$ cat config.mk
export PLATFORM = sky130hd
export DESIGN_NAME = hdr2srgb_decode
export DESIGN_NICKNAME = d
export VERILOG_FILES = /design/src/rtl/core/hdr2srgb_pkg.sv /design/src/rtl/core/hdr2srgb_decode.sv
export SDC_FILE = /design/constraint.sdc
export NUM_CORES = 1
export LEC_CHECK = 0
export BUFFER_PORTS_ARGS = -buffer_cell sky130_fd_sc_hd__buf_4
export CAP_MARGIN = 20
export CORE_MARGIN = 5
export CORE_UTILIZATION = 40
export CTS_CLUSTER_DIAMETER = 60
export CTS_CLUSTER_SIZE = 24
export DETAILED_ROUTE_END_ITERATION = 16
export SYNTH_ARGS = -nofsm -noshare
export SYNTH_HDL_FRONTEND = slang
export SYNTH_SLANG_ARGS = --single-unit
$ cat constraint.sdc
create_clock -name clock -period 11.05 [get_ports clock]
set_input_delay 1.6575 -clock clock [delete_from_list [all_inputs] [get_ports clock]]
set_output_delay 1.6575 -clock clock [all_outputs]
set_load 0.05 [all_outputs]
$ cat src/rtl/core/hdr2srgb_pkg.sv
package hdr2srgb_pkg;

   localparam int LINEAR_FRACTION_BITS  = 16;
   localparam int GAMMA_TABLE_ADDR_BITS = 10;

   localparam int HALF_W  = 16;
   localparam int CODE_W  = 8;
   localparam int SCALE_W = 24;
   localparam int MANT_W  = 11;
   localparam int PROD_W  = MANT_W + SCALE_W;
   // encoded value in Q0.16, 1.0 included
   localparam int ENC_W   = 17;

   localparam logic [SCALE_W-1:0] SCALE_RESET  = 24'h010000;
   localparam logic [CODE_W-1:0]  ALPHA_OPAQUE = 8'hFF;

   // floor(z / 25) as (z * RECIP25_MUL) >> RECIP25_SHIFT, exact for z below 2^17
   localparam int                 RECIP25_IN_W  = 17;
   localparam int                 RECIP25_W     = 19;
   localparam logic [RECIP25_W-1:0] RECIP25_MUL = 19'd335545;
   localparam int                 RECIP25_SHIFT = 23;
   localparam int                 LIN_QUOT_W    = RECIP25_IN_W + RECIP25_W - RECIP25_SHIFT;

   // 12.92 = 323 / 25
   localparam logic [8:0] LIN_SLOPE_NUM = 9'd323;

   typedef struct packed {
      logic s1_en;
      logic s2_en;
   } dec_ctrl_type;

   typedef struct packed {
      logic s3_en;
      logic s4_en;
      logic s5_en;
      logic s6_en;
   } enc_ctrl_type;

   // one point of the sRGB curve: 1.055 * (i / 2^addr_bits)^(1/2.4) - 0.055 in Q0.16,
   // the root taken exactly as floor 12th root of v^5 in Q0.20
   function automatic logic [ENC_W-1:0] gamma_point(int unsigned idx, int unsigned addr_bits);
      logic [255:0]      rhs;
      logic [255:0]      lhs;
      longint unsigned   lo;
      longint unsigned   hi;
      longint unsigned   mid;
      longint            e20;
      logic [ENC_W-1:0]  result;
      rhs = 256'd1;
      for (int j = 0; j < 5; j++) begin
         rhs = rhs * 256'(idx);
      end
      rhs = rhs << (240 - 5 * addr_bits);
      lo = 0;
      hi = 64'd1 << 20;
      for (int k = 0; k < 22; k++) begin
         if (lo < hi) begin
            mid = (lo + hi + 1) >> 1;
            lhs = 256'd1;
            for (int j = 0; j < 12; j++) begin
               lhs = lhs * 256'(mid);
            end
            if (lhs <= rhs) begin
               lo = mid;
            end else begin
               hi = mid - 1;
            end
         end
      end
      e20 = longint'(lo) * 1055 - (longint'(55) << 20);
      if (e20 < 0) begin
         result = '0;
      end else begin
         result = ENC_W'((e20 + 8000) / 16000);
      end
      return result;
   endfunction

endpackage

$ cat src/rtl/core/hdr2srgb_decode.sv
module hdr2srgb_decode #(
   parameter int LINEAR_FRACTION_BITS = hdr2srgb_pkg::LINEAR_FRACTION_BITS
) (
   input  logic                                   clock,
   input  hdr2srgb_pkg::dec_ctrl_type             ctrl,
   input  logic [hdr2srgb_pkg::SCALE_W-1:0]       scale,
   input  logic [hdr2srgb_pkg::HALF_W-1:0]        half_in,
   output logic [LINEAR_FRACTION_BITS:0]          lin_out
);

   localparam int F      = LINEAR_FRACTION_BITS;
   localparam int LIN_W  = F + 1;
   localparam int PROD_W = hdr2srgb_pkg::PROD_W;
   localparam int WIDE_W = 64;
   localparam int RSHIFT = 40 - F;

   localparam logic [LIN_W-1:0]  LIN_ONE  = {1'b1, {F{1'b0}}};
   localparam logic [WIDE_W-1:0] WIDE_ONE = WIDE_W'(LIN_ONE);

   logic                                  sign_bit;
   logic [4:0]                            exp_bits;
   logic [9:0]                            man_bits;
   logic [hdr2srgb_pkg::MANT_W-1:0]       mant;

   logic [PROD_W-1:0] prod_ff, prod_in;
   logic [4:0]        eshift_ff, eshift_in;
   logic              zero_ff, zero_in;
   logic              one_ff, one_in;

   logic [WIDE_W-1:0] wide_shl;
   logic [WIDE_W-1:0] wide_lin;
   logic [LIN_W-1:0]  lin_ff, lin_in;

   assign sign_bit = half_in[15];
   assign exp_bits = half_in[14:10];
   assign man_bits = half_in[9:0];
   assign mant     = {(exp_bits != 5'd0), man_bits};

   // stage 1: flags and mantissa times scale
   always_comb begin
      prod_in   = PROD_W'(mant) * PROD_W'(scale);
      eshift_in = (exp_bits == 5'd0) ? 5'd0 : exp_bits - 5'd1;
      zero_in   = sign_bit || (exp_bits == 5'd31 && man_bits != 10'd0);
      one_in    = !sign_bit && exp_bits == 5'd31 && man_bits == 10'd0;
   end

   always_ff @(posedge clock) begin
      if (ctrl.s1_en) begin
         prod_ff   <= prod_in;
         eshift_ff <= eshift_in;
         zero_ff   <= zero_in;
         one_ff    <= one_in;
      end
   end

   // stage 2: scale by exponent, truncate, saturate at 1.0
   assign wide_shl = WIDE_W'(prod_ff) << eshift_ff;
   assign wide_lin = wide_shl >> RSHIFT;

   always_comb begin
      if (zero_ff) begin
         lin_in = '0;
      end else if (one_ff || wide_lin > WIDE_ONE) begin
         lin_in = LIN_ONE;
      end else begin
         lin_in = wide_lin[LIN_W-1:0];
      end
   end

   always_ff @(posedge clock) begin
      if (ctrl.s2_en) begin
         lin_ff <= lin_in;
      end
   end

   assign lin_out = lin_ff;

endmodule

==> results.ini <==
[power_and_ir_drop]
p_clk_share_pct = 7.0
vdd_drop_max_v = 0.000213
power_leakage_nw = 5.91
swShare_pct = 47.8
power_frac_seq_pct = 14.1
internal_power_mw = 1.97
p_switching_mw = 1.80
power_frac_comb_pct = 78.9
power_density_nw_per_um2 = 283

[global_route]
grt_overflow = 0
grt_max_degree = 46
grt_pass1_vias = 9313
antenna_found_initial = 0
grt_pass1_wl_um = 47300
grt_use_total_pct = 16.7

[logic_synthesis]
synth_area_sq_um = 12400
ys_seq_elements = 59
yosysTopAreaCell = fa_1
synthesis.nets = 1591
synth_edf_count = 59
synthTopCellsByArea = fa_1 32%, edfxtp_1 14%, ha_1 7.7%
syn_area_per_cell_sq_um = 9.69
synth_ff_type = edfxtp_1
yosysSeqAreaShare_pct = 14.3
synthesis.instances = 1275
yosys_warnings = 0
synth_top_cell_area_share_pct = 31.9
synthArstFlopShare_pct = 0
ys_types = 71

[detailed_routing]
drc = 0
ant_nets = 0
drt_pre_antenna_iters = 5
wl_per_cell_um = 16.5
via_count = 8973
vias_per_cell = 5.35
totalWireLength_um = 27600
drt_iter0_drc = 382

[finish]
fill_cells = 2960
seqCellArea_sq_um = 1770
final_nets = 1593
multi_input_area_sq_um = 9510
area_growth_pct = 7.71
diodes = 0
drive_gt1_share_pct = 11.2
fin_cells = 1677

[die]
core_sq_um = 30500
dieArea_sq_um = 34500
die_x_um = 186
num_io_pins = 60
initial_core_util_pct = 40.5
rows = 64
die_y_um = 186

[clock_network]
cts_max_level = 3
post_cts_buffers = 0
clock_path_buffers = 2
clk_latency_ns = 0.33
postCtsHoldBufs = 0
cts_resized = 0
root_buffer = clkbuf_16
clock_sinks = 59
cts_buffers = 9
path_clk_slew_ns = 0.05
cts_tree = yes

[place]
place_congestion = 0.910
dp.cells = 1661
place_hpwl_um = 22800
io_buffers = 59

[timing]
post-route-period-util_pct = 72.1
skew_ns = 0.00333
slew_headroom_pct = 36.4
slew_violations = 0
fin_setup_tns_ns = 0
fmax_mhz = 125
rsz0062_at_grt = false
tightest_slew_ns = 0.952
finalCriticalPeriod_ns = 7.97
final_hold_viol_count = 0
setup_violations = 0

[worst_setup_path]
setup.worst_path.start_class = input port
critPathKind = input port to flop
crit_path_end_kind = flop
critical_path.max_fanout = 24
worstPathArrival_ns = 8.05
cp.required_ns = 11.13

[outcome]
status = completed

[hold_path]
hp-class = flop to flop

[job]
maxCapViolCount = 0

-- per-stage QoR --
step	hold slack [ns]	cell area, sq um	setup slack [ns]	util [%]	power [mW]
global route	0.578	13300	2.56	43.6	4.21
floorplan	0.526	12400	3.78	-	2.89
finish	0.565	13300	3.08	43.6	3.77
global placement	0.558	13000	2.86	42.6	3.49
CTS	0.571	13300	3.05	43.5	3.80
detailed placement	0.566	13000	2.71	42.6	3.51
-- power by group through the flow --
| stage | registers [mW] | logic, mW | clock network, mW |
|---|---|---|---|
| after global routing | 0.546 | 3.39 | 0.282 |
| final | 0.533 | 2.98 | 0.263 |
| after CTS | 0.533 | 2.99 | 0.272 |
| after floorplan | 0.520 | 2.37 | 0 |
| after detailed placement | 0.537 | 2.98 | 0 |
| after global placement | 0.533 | 2.95 | 0 |
-- state kept, by name, summed over array words and instances, names as in the netlist --
name       cells
lin_out       17
prod_ff       35
zero_ff        1
one_ff         1
eshift_ff      5
-- layer usage --
metal  up-vias  GRT usage [%]  part of all wire [%]
met5         -              0                     0
met4         0           2.94                  0.99
met3        20           1.74                   3.3
met2       164           27.4                    48
met1      4622           24.3                    48
li1       4167              -                     -
-- cell type report --
cell class	instances	share of cell area [%]
Inverter	201	5.67
Sequential cell	59	13.3
Timing Repair Buffer	63	3.71
Clock buffer	9	1.69
Clock inverter	6	0.433
Multi-Input combinational cell	943	71.5
Tap cell	396	3.72
-- logic make-up after synthesis --
logic type | after synthesis | share of synthesized area [%]
and+or+nand+nor | 429 | 17.3
xor gates and xnor gates | 25 | 1.77
DFF | 59 | 14.3
AOI/OAI and AO/OA | 139 | 7.99
buffers and inverters | 273 | 8.69
muxes | 77 | 10.2
adders and majority gates | 273 | 39.6
-- worst max-delay path, stage by stage --
cell and delay, ns:
buf_4 0.12, inv_1 0.07, ha_1 0.16, nor2b_1 0.21, nand2_1 0.59, and2_1 0.44, fa_1 0.48, inv_1 0.05
fa_1 0.49, fa_1 0.42, fa_1 0.48, inv_1 0.05, fa_1 0.43, ha_1 0.40, or4_1 0.49, a31oi_1 0.22
a2bb2oi_1 0.25, a31oi_1 0.15, o31ai_1 0.44, nor3b_1 0.09, a311o_1 0.33
-- cell usage after synthesis (all sizes together), types with 14 or more instances --
master  instances
inv           199
fa            197
nand2         163
and2          138
ha             76
clkbuf         59
edfxtp         59
nor2           52
mux4           38
a21oi          26
mux2i          24
o21ai          24
nor3           21
xnor2          18
mux2           15
nand3          14
-- worst paths after layout --
kind / start / end / slack [ns] / depth (start not counted)
setup / recovery: half_in[10] / prod_ff[31]$_DFFE_PP_ / 3.08 / 21
hold reg to reg: zero_ff$_DFFE_PP_ / lin_out[16]$_SDFFCE_PP0P_ / 0.57 / 1
hold / removal: zero_ff$_DFFE_PP_ / lin_out[16]$_SDFFCE_PP0P_ / 0.57 / 1
setup reg to reg: eshift_ff[3]$_SDFFCE_PP0P_ / lin_out[14]$_SDFFCE_PP0P_ / 7.32 / 8
-- cell usage in the layout (no fill, tap or decap), types with 6 or more instances in the layout --
cell / instances
inv_1: 199
nand2_1: 163
and3_1: 6
a211oi_1: 8
o31ai_1: 7
ha_1: 76
nand3_1: 13
xor2_1: 7
and2_1: 138
nor2_1: 52
nor4_1: 7
mux4_2: 38
a21oi_1: 26
clkbuf_16: 9
a21o_1: 12
o21a_1: 8
nor3_1: 17
mux2i_1: 24
nor2b_1: 6
mux2_2: 13
o21ai_0: 18
edfxtp_1: 59
fa_1: 197
nand4_1: 6
buf_4: 62
o22ai_1: 7
xnor2_1: 18
(Power assumes the default switching activity.)
