--- src/rtl/core/hdr2srgb_half_to_srgb8_pixel_top_unused.sv ---
module hdr2srgb_stage_ctrl #(
   parameter int STAGES = 6
) (
   input  logic              clock,
   input  logic              reset,
   input  logic              in_valid,
   input  logic              out_ready,
   output logic [STAGES-1:0] stage_en,
   output logic              out_valid
);

   logic [STAGES-1:0] valid_ff, valid_in;

   // a stage moves when it is empty or the one after it moves
   always_comb begin
      stage_en[STAGES-1] = !valid_ff[STAGES-1] || out_ready;
      for (int k = STAGES - 2; k >= 0; k--) begin
         stage_en[k] = !valid_ff[k] || stage_en[k+1];
      end
      for (int k = 0; k < STAGES; k++) begin
         if (stage_en[k]) begin
            valid_in[k] = (k == 0) ? in_valid : valid_ff[(k == 0) ? 0 : k - 1];
         end else begin
            valid_in[k] = valid_ff[k];
         end
      end
   end

   always_ff @(posedge clock) begin
      if (reset) begin
         valid_ff <= '0;
      end else begin
         valid_ff <= valid_in;
      end
   end

   assign out_valid = valid_ff[STAGES-1];

endmodule

--- config.mk ---
export PLATFORM = sky130hd
export DESIGN_NAME = hdr2srgb_stage_ctrl
export DESIGN_NICKNAME = d
export VERILOG_FILES = /design/src/rtl/core/hdr2srgb_half_to_srgb8_pixel_top_unused.sv
export SDC_FILE = /design/constraint.sdc
export NUM_CORES = 1
export LEC_CHECK = 0
export BUFFER_PORTS_ARGS = -buffer_cell sky130_fd_sc_hd__buf_2
export CAP_MARGIN = 20
export CORE_AREA = 2 2 39 41
export DETAILED_ROUTE_END_ITERATION = 10
export DIE_AREA = 0 0 41 43
export PLACE_DENSITY = 0.42
export RECOVER_POWER = 100
export SLEW_MARGIN = 20
export SYNTH_ARGS = -nofsm -noshare
export SYNTH_HDL_FRONTEND = slang
export SYNTH_SLANG_ARGS = --single-unit
--- constraint.sdc ---
create_clock -name clock -period 1.2 [get_ports clock]
set_clock_uncertainty 0.15 [all_clocks]
set_input_delay 0.24 -clock clock [delete_from_list [all_inputs] [get_ports clock]]
set_output_delay 0.24 -clock clock [all_outputs]
set_load 0.005 [all_outputs]
==> results of run 1 <==
path summary, 6_finish.rpt:
kind,cells past startpoint,slack [ps],end,startpoint
worst min-delay path,2,90,valid_ff[4],reset
worst min register to register,2,300,valid_ff[4],valid_ff[3]
worst max-delay path,3,-310,stage_en[1],valid_ff[3]
worst max register to register,4,-30,valid_ff[1],valid_ff[3]
critical path, cell delays in order (launching register included):
cell and delay [ps]:
dfxtp_2 310, and4b_2 320, nand3_2 110, buf_6 140
through the flow:
step                instance area (sq um)  utilization  TNS, ps  setup WS [ps]  hold slack, ps
detailed placement                  311.5       0.2251   -575.0         -162.6           295.0
floorplan                           226.5            -        0          46.78           159.1
global placement                    311.5       0.2251   -520.6         -142.1           285.5
CTS                                 387.9       0.2803    -1524         -300.8           74.57
finish                              415.4       0.3002    -1515         -309.7           85.94
global route                        415.4       0.3002    -1970         -361.4           96.05
cells in the mapped netlist:
| cell type | n | share of area |
|---|---|---|
| a21oi_1 | 5 | 0.11 |
| dfxtp_1 | 6 | 0.53 |
| buf_4 | 1 | 0.033 |
| inv_1 | 5 | 0.083 |
| nand4_2 | 1 | 0.055 |
| nand3_1 | 1 | 0.022 |
| nand2b_1 | 1 | 0.028 |
| or2_2 | 1 | 0.028 |
| nor2_1 | 3 | 0.050 |
| and4b_1 | 1 | 0.044 |
| nand2_1 | 1 | 0.017 |
what timing repair did:
action	4_1_cts	5_1_grt
setup buffers	4	1
gates cloned	0	0
setup endpoints to repair	6	9
pin swaps	3	2
resized for setup	7	7
logic make-up after synthesis:
| group | synth area share |
|---|---|
| flops | 0.5304 |
| simple gates | 0.2431 |
| compound gates | 0.1105 |
| buf+inv | 0.1160 |
metal layers:
layer  track usage  vias up  share of wire
met1       0.08766       92           0.52
met4       0.02000        0         0.0063
met5             0        -              0
met3       0.06283        2           0.10
li1              -      121              -
met2       0.09063       14           0.37
cell type report:
type | count | area (sq um) | share of cell area
Inverter | 5 | 18.77 | 0.04518
Clock buffer | 3 | 22.52 | 0.05422
Timing Repair Buffer | 16 | 117.6 | 0.2831
Sequential cell | 6 | 123.9 | 0.2982
Multi-Input combinational cell | 14 | 112.6 | 0.2711
Tap cell | 16 | 20.02 | 0.04819
power groups by stage:
stage	Sequential, W	Combinational [W]	Clock [W]
after floorplan	0.000212	0.00000564	0
after global placement	0.000213	0.0000145	0
after CTS	0.000210	0.0000145	0.000192
after global routing	0.000212	0.0000200	0.000201
final	0.000211	0.0000180	0.000185
after detailed placement	0.000213	0.0000141	0
==> flow_metrics.env, run 1 <==
export IMPL_status="finished with violations"
export IMPL_violations="setup timing"
export IMPL_synthDistinctLibCells=11
export IMPL_drive_gt1_frac=0.6591
export IMPL_wire_per_inst_microns=7.983
export IMPL_grt_pass1_wl_microns=814
export IMPL_place_gp_congestion=0.6117
export IMPL_clockPowerShare=0.447
export IMPL_fmax_ghz=0.6624
export IMPL_peakVddDrop_uv=513.3
export IMPL_gr_usage_all_layers=0.07150
export IMPL_yosysWarnings=0
export IMPL_drtIter0Drc=4
export IMPL_internal_power_w=0.0003281
export IMPL_syn_inst=26
export IMPL_antenna_found_initial=0
export IMPL_vias=229
export IMPL_crit_path_end_kind="output pin"
export IMPL_synth_cell_area_sq_um=226.5
export IMPL_dieArea_sq_um=1763
export IMPL_yosysSeqAreaShare=0.5304
export IMPL_path_max_fanout=5
export IMPL_power_density_nw_per_um2=998.5
export IMPL_layout_cells_non_filler=60
export IMPL_slew_headroom=0.8346
export IMPL_die_y_microns=43
export IMPL_numCtsBuffers=3
export IMPL_maxCapViolCount=0
export IMPL_drv_slew=0
export IMPL_clk_pin_slew_ps=40
export IMPL_reg_top3="valid_ff: 6 flops"
export IMPL_area_growth_pct=83.43
export IMPL_period_minus_slack_ps=1510
export IMPL_p_switching_w=0.00008671
export IMPL_fin_ws_ps=-309.7
export IMPL_cp_required_ps=810
export IMPL_rows=14
export IMPL_power_leakage_nw=0.1816
export IMPL_wl_microns=479
export IMPL_final_nets=50
export IMPL_seqPwrFrac=0.510
export IMPL_firstDrtPassIters=4
export IMPL_core_area_sq_um=1384
export IMPL_rsz0062_at_grt="true"
export IMPL_setup_viol=7
export IMPL_combPwrFrac=0.043
export IMPL_io_pins=11
export IMPL_criticalPathCategory="flip-flop to output pin"
export IMPL_regMostFlops="valid_ff"
export IMPL_ant_nets=0
export IMPL_cts_sinks=6
export IMPL_layout_commonest_cell="buf_2"
export IMPL_clk_latency_ps=240
export IMPL_drc=0
export IMPL_ctsHoldBuffers=0
export IMPL_cts_tree="yes"
export IMPL_hold_violations=0
export IMPL_hpwl_microns=345
export IMPL_switching_share=0.2091
export IMPL_die_w_microns=41
export IMPL_fin_crit_sh=1.258
export IMPL_initial_core_util=0.1637
export IMPL_root_buffer="clkbuf_4"
export IMPL_htreeDepth=1
export IMPL_portBuffers=10
export IMPL_clock_path_buffers=2
export IMPL_largest_reg_flops=6
export IMPL_grt_start_max_net_pins=7
export IMPL_p_total_w=0.0004148
export IMPL_grt_overflow=0
export IMPL_syn_avg_cell_area_sq_um=8.710
export IMPL_syn_num_nets=30
export IMPL_worstPathArrival_ps=1120
export IMPL_fillers=139
export IMPL_tightest_slew_ps=247.8
export IMPL_place_inst=54
export IMPL_grt_pass1_vias=205
export IMPL_hp_class="primary input to flip-flop"
export IMPL_diodes=0
export IMPL_synth_seq_cells=6
export IMPL_layout_common_cells="buf_2, inv_1, buf_4"
export IMPL_via_per_inst=3.817
export IMPL_startpoint_type="flip-flop"
Note: power is estimated with default switching activity, not from simulation.
==> run 2: changes to the inputs <==
- PLACE_DENSITY: 0.42 -> 0.43
==> run 2 against run 1 <==
  * The run still ends with setup timing left
  * Flip-flop and latch count unchanged
  * Register-to-register slack got worse by 70 ps
  * Wire length increased by 9.8%
  * Non-clock buffer count increased by 1
  * Combinational power decreased by 6%
  * Count of clock-buffer cells in the layout unchanged
  * Final cell count increased by 1.7%
  * Final area decreased by 4.5%
  * Clock power about the same
  * Highest routed layer is now met3
==> flow_metrics.env, run 2 (synthesized netlist as in run 1, its figures left out) <==
export IMPL_status="finished with violations"
export IMPL_violations="setup timing"
export IMPL_place_gp_congestion=0.6284
export IMPL_ant_nets=0
export IMPL_combPwrFrac=0.041
export IMPL_portBuffers=10
export IMPL_slew_headroom=0.8457
export IMPL_fin_ws_ps=-288.9
export IMPL_crit_start="valid_ff[5]"
export IMPL_grt_pass1_vias=209
export IMPL_clock_path_buffers=2
export IMPL_cp_slowest_cell="dfxtp_2"
export IMPL_die_y_microns=43
export IMPL_cts_tree="yes"
export IMPL_tightest_slew_ps=231.1
export IMPL_area_growth_pct=75.14
export IMPL_startpoint_type="flip-flop"
export IMPL_cts_sinks=6
export IMPL_drc=0
export IMPL_drv_slew=0
export IMPL_htreeDepth=1
export IMPL_regMostFlops="valid_ff"
export IMPL_switching_share=0.2058
export IMPL_power_density_nw_per_um2=1038
export IMPL_maxCapViolCount=0
export IMPL_power_leakage_nw=0.1646
export IMPL_root_buffer="clkbuf_4"
export IMPL_critPathBufInv=1
export IMPL_worst_hold_startpoint="in_valid"
export IMPL_final_nets=51
export IMPL_wire_per_inst_microns=8.623
export IMPL_drtIter0Drc=1
export IMPL_place_worst_setup_slack_ps=-161.0
export IMPL_slowest_delay_ps=330
export IMPL_grt_start_max_net_pins=7
export IMPL_gr_usage_all_layers=0.08141
export IMPL_ctsHoldBuffers=0
export IMPL_initial_core_util=0.1637
export IMPL_layout_common_cells="buf_2, buf_4, inv_1"
export IMPL_rows=14
export IMPL_criticalPathCategory="flip-flop to output pin"
export IMPL_grt_overflow=0
export IMPL_firstDrtPassIters=2
export IMPL_clk_latency_ps=240
export IMPL_p_switching_w=0.00008477
export IMPL_critPathTopFamily="simple AND/OR/NAND/NOR gates"
export IMPL_r2r_start="valid_ff[5]"
export IMPL_path_cells="and4b_2, nand4_2, buf_2"
export IMPL_internal_power_w=0.0003271
export IMPL_io_pins=11
export IMPL_cp_required_ps=810
export IMPL_rsz0062_at_grt="true"
export IMPL_hold_ws_ps=87.68
export IMPL_worstPathArrival_ps=1100
export IMPL_numCtsBuffers=3
export IMPL_hpwl_microns=366.3
export IMPL_wl_microns=526
export IMPL_setup_viol=7
export IMPL_dieArea_sq_um=1763
export IMPL_die_w_microns=41
export IMPL_fillers=147
export IMPL_grt_pass1_wl_microns=848
export IMPL_largest_reg_flops=6
export IMPL_peakVddDrop_uv=507.9
export IMPL_fin_tns_setup_ps=-1397
export IMPL_core_area_sq_um=1384
export IMPL_path_max_fanout=5
export IMPL_clk_pin_slew_ps=40
export IMPL_antenna_found_initial=0
export IMPL_reg_top3="valid_ff: 6 flops"
export IMPL_fin_crit_sh=1.241
export IMPL_drive_gt1_frac=0.6222
export IMPL_clockPowerShare=0.448
export IMPL_hp_class="primary input to flip-flop"
export IMPL_seqPwrFrac=0.511
export IMPL_hold_violations=0
export IMPL_vias=244
export IMPL_crit_path_end_kind="output pin"
export IMPL_diodes=0
export IMPL_fmax_ghz=0.6716
export IMPL_period_minus_slack_ps=1489
export IMPL_via_per_inst=4.000
[run 2: changes by cell type in the layout (fill, tap and decap cells not counted), sizes merged]
cell and change:
clkbuf +1
[run 2: timing repair]
item,4_1_cts,5_1_grt
pin swaps,3,0
setup buffers,2,0
setup endpoints to repair,8,9
resized for setup,8,3
[run 2: worst min-delay path, delay by kind of cell]
| kind | cells | cell delay [ps] |
|---|---|---|
| buf+inv | 2 | 140 |
| compound gates | 1 | 40 |
[run 2: worst paths after layout]
kind	to	slack [ps]	depth (start not counted)
worst max-delay path	stage_en[0]	-290	3
worst min-delay path	valid_ff[0]	90	3
worst max register to register	valid_ff[0]	-100	5
worst min register to register	valid_ff[4]	290	2
[run 2: metal layers]
| metal | track usage | vias up | share of wire |
|---|---|---|---|
| li1 | - | 124 | - |
| met1 | 0.08387 | 106 | 0.46 |
| met2 | 0.09688 | 14 | 0.43 |
| met3 | 0.07853 | 0 | 0.10 |
| met4 | 0.06000 | 0 | 0 |
| met5 | 0 | - | 0 |
[run 2: final cells by class]
cell class	instances	area, sq um	share of cell area
Timing Repair Buffer	17	113.9	0.2871
Sequential cell	6	123.9	0.3123
Clock buffer	3	22.52	0.05678
Multi-Input combinational cell	14	97.59	0.2461
Inverter	5	18.77	0.04732
Tap cell	16	20.02	0.05047
[run 2: per-stage QoR]
step	cell area (sq um)	util	power, W	instances
6_report	396.6	0.2866	0.0004118	61
5_1_grt	396.6	0.2866	0.0004443	61
4_1_cts	389.1	0.2812	0.0004172	61
3_5_place_dp	326.6	0.2360	0.0002275	56
3_3_place_gp	326.6	0.2360	0.0002274	56
2_1_floorplan	226.5	-	0.0002179	26
[run 2: power groups by stage]
stage               Combinational, W  Clock, W  Sequential [W]
floorplan                 0.00000564         0        0.000212
global placement           0.0000142         0        0.000213
detailed placement         0.0000145         0        0.000213
CTS                        0.0000150  0.000192        0.000210
global route               0.0000188  0.000215        0.000211
finish                     0.0000170  0.000184        0.000210
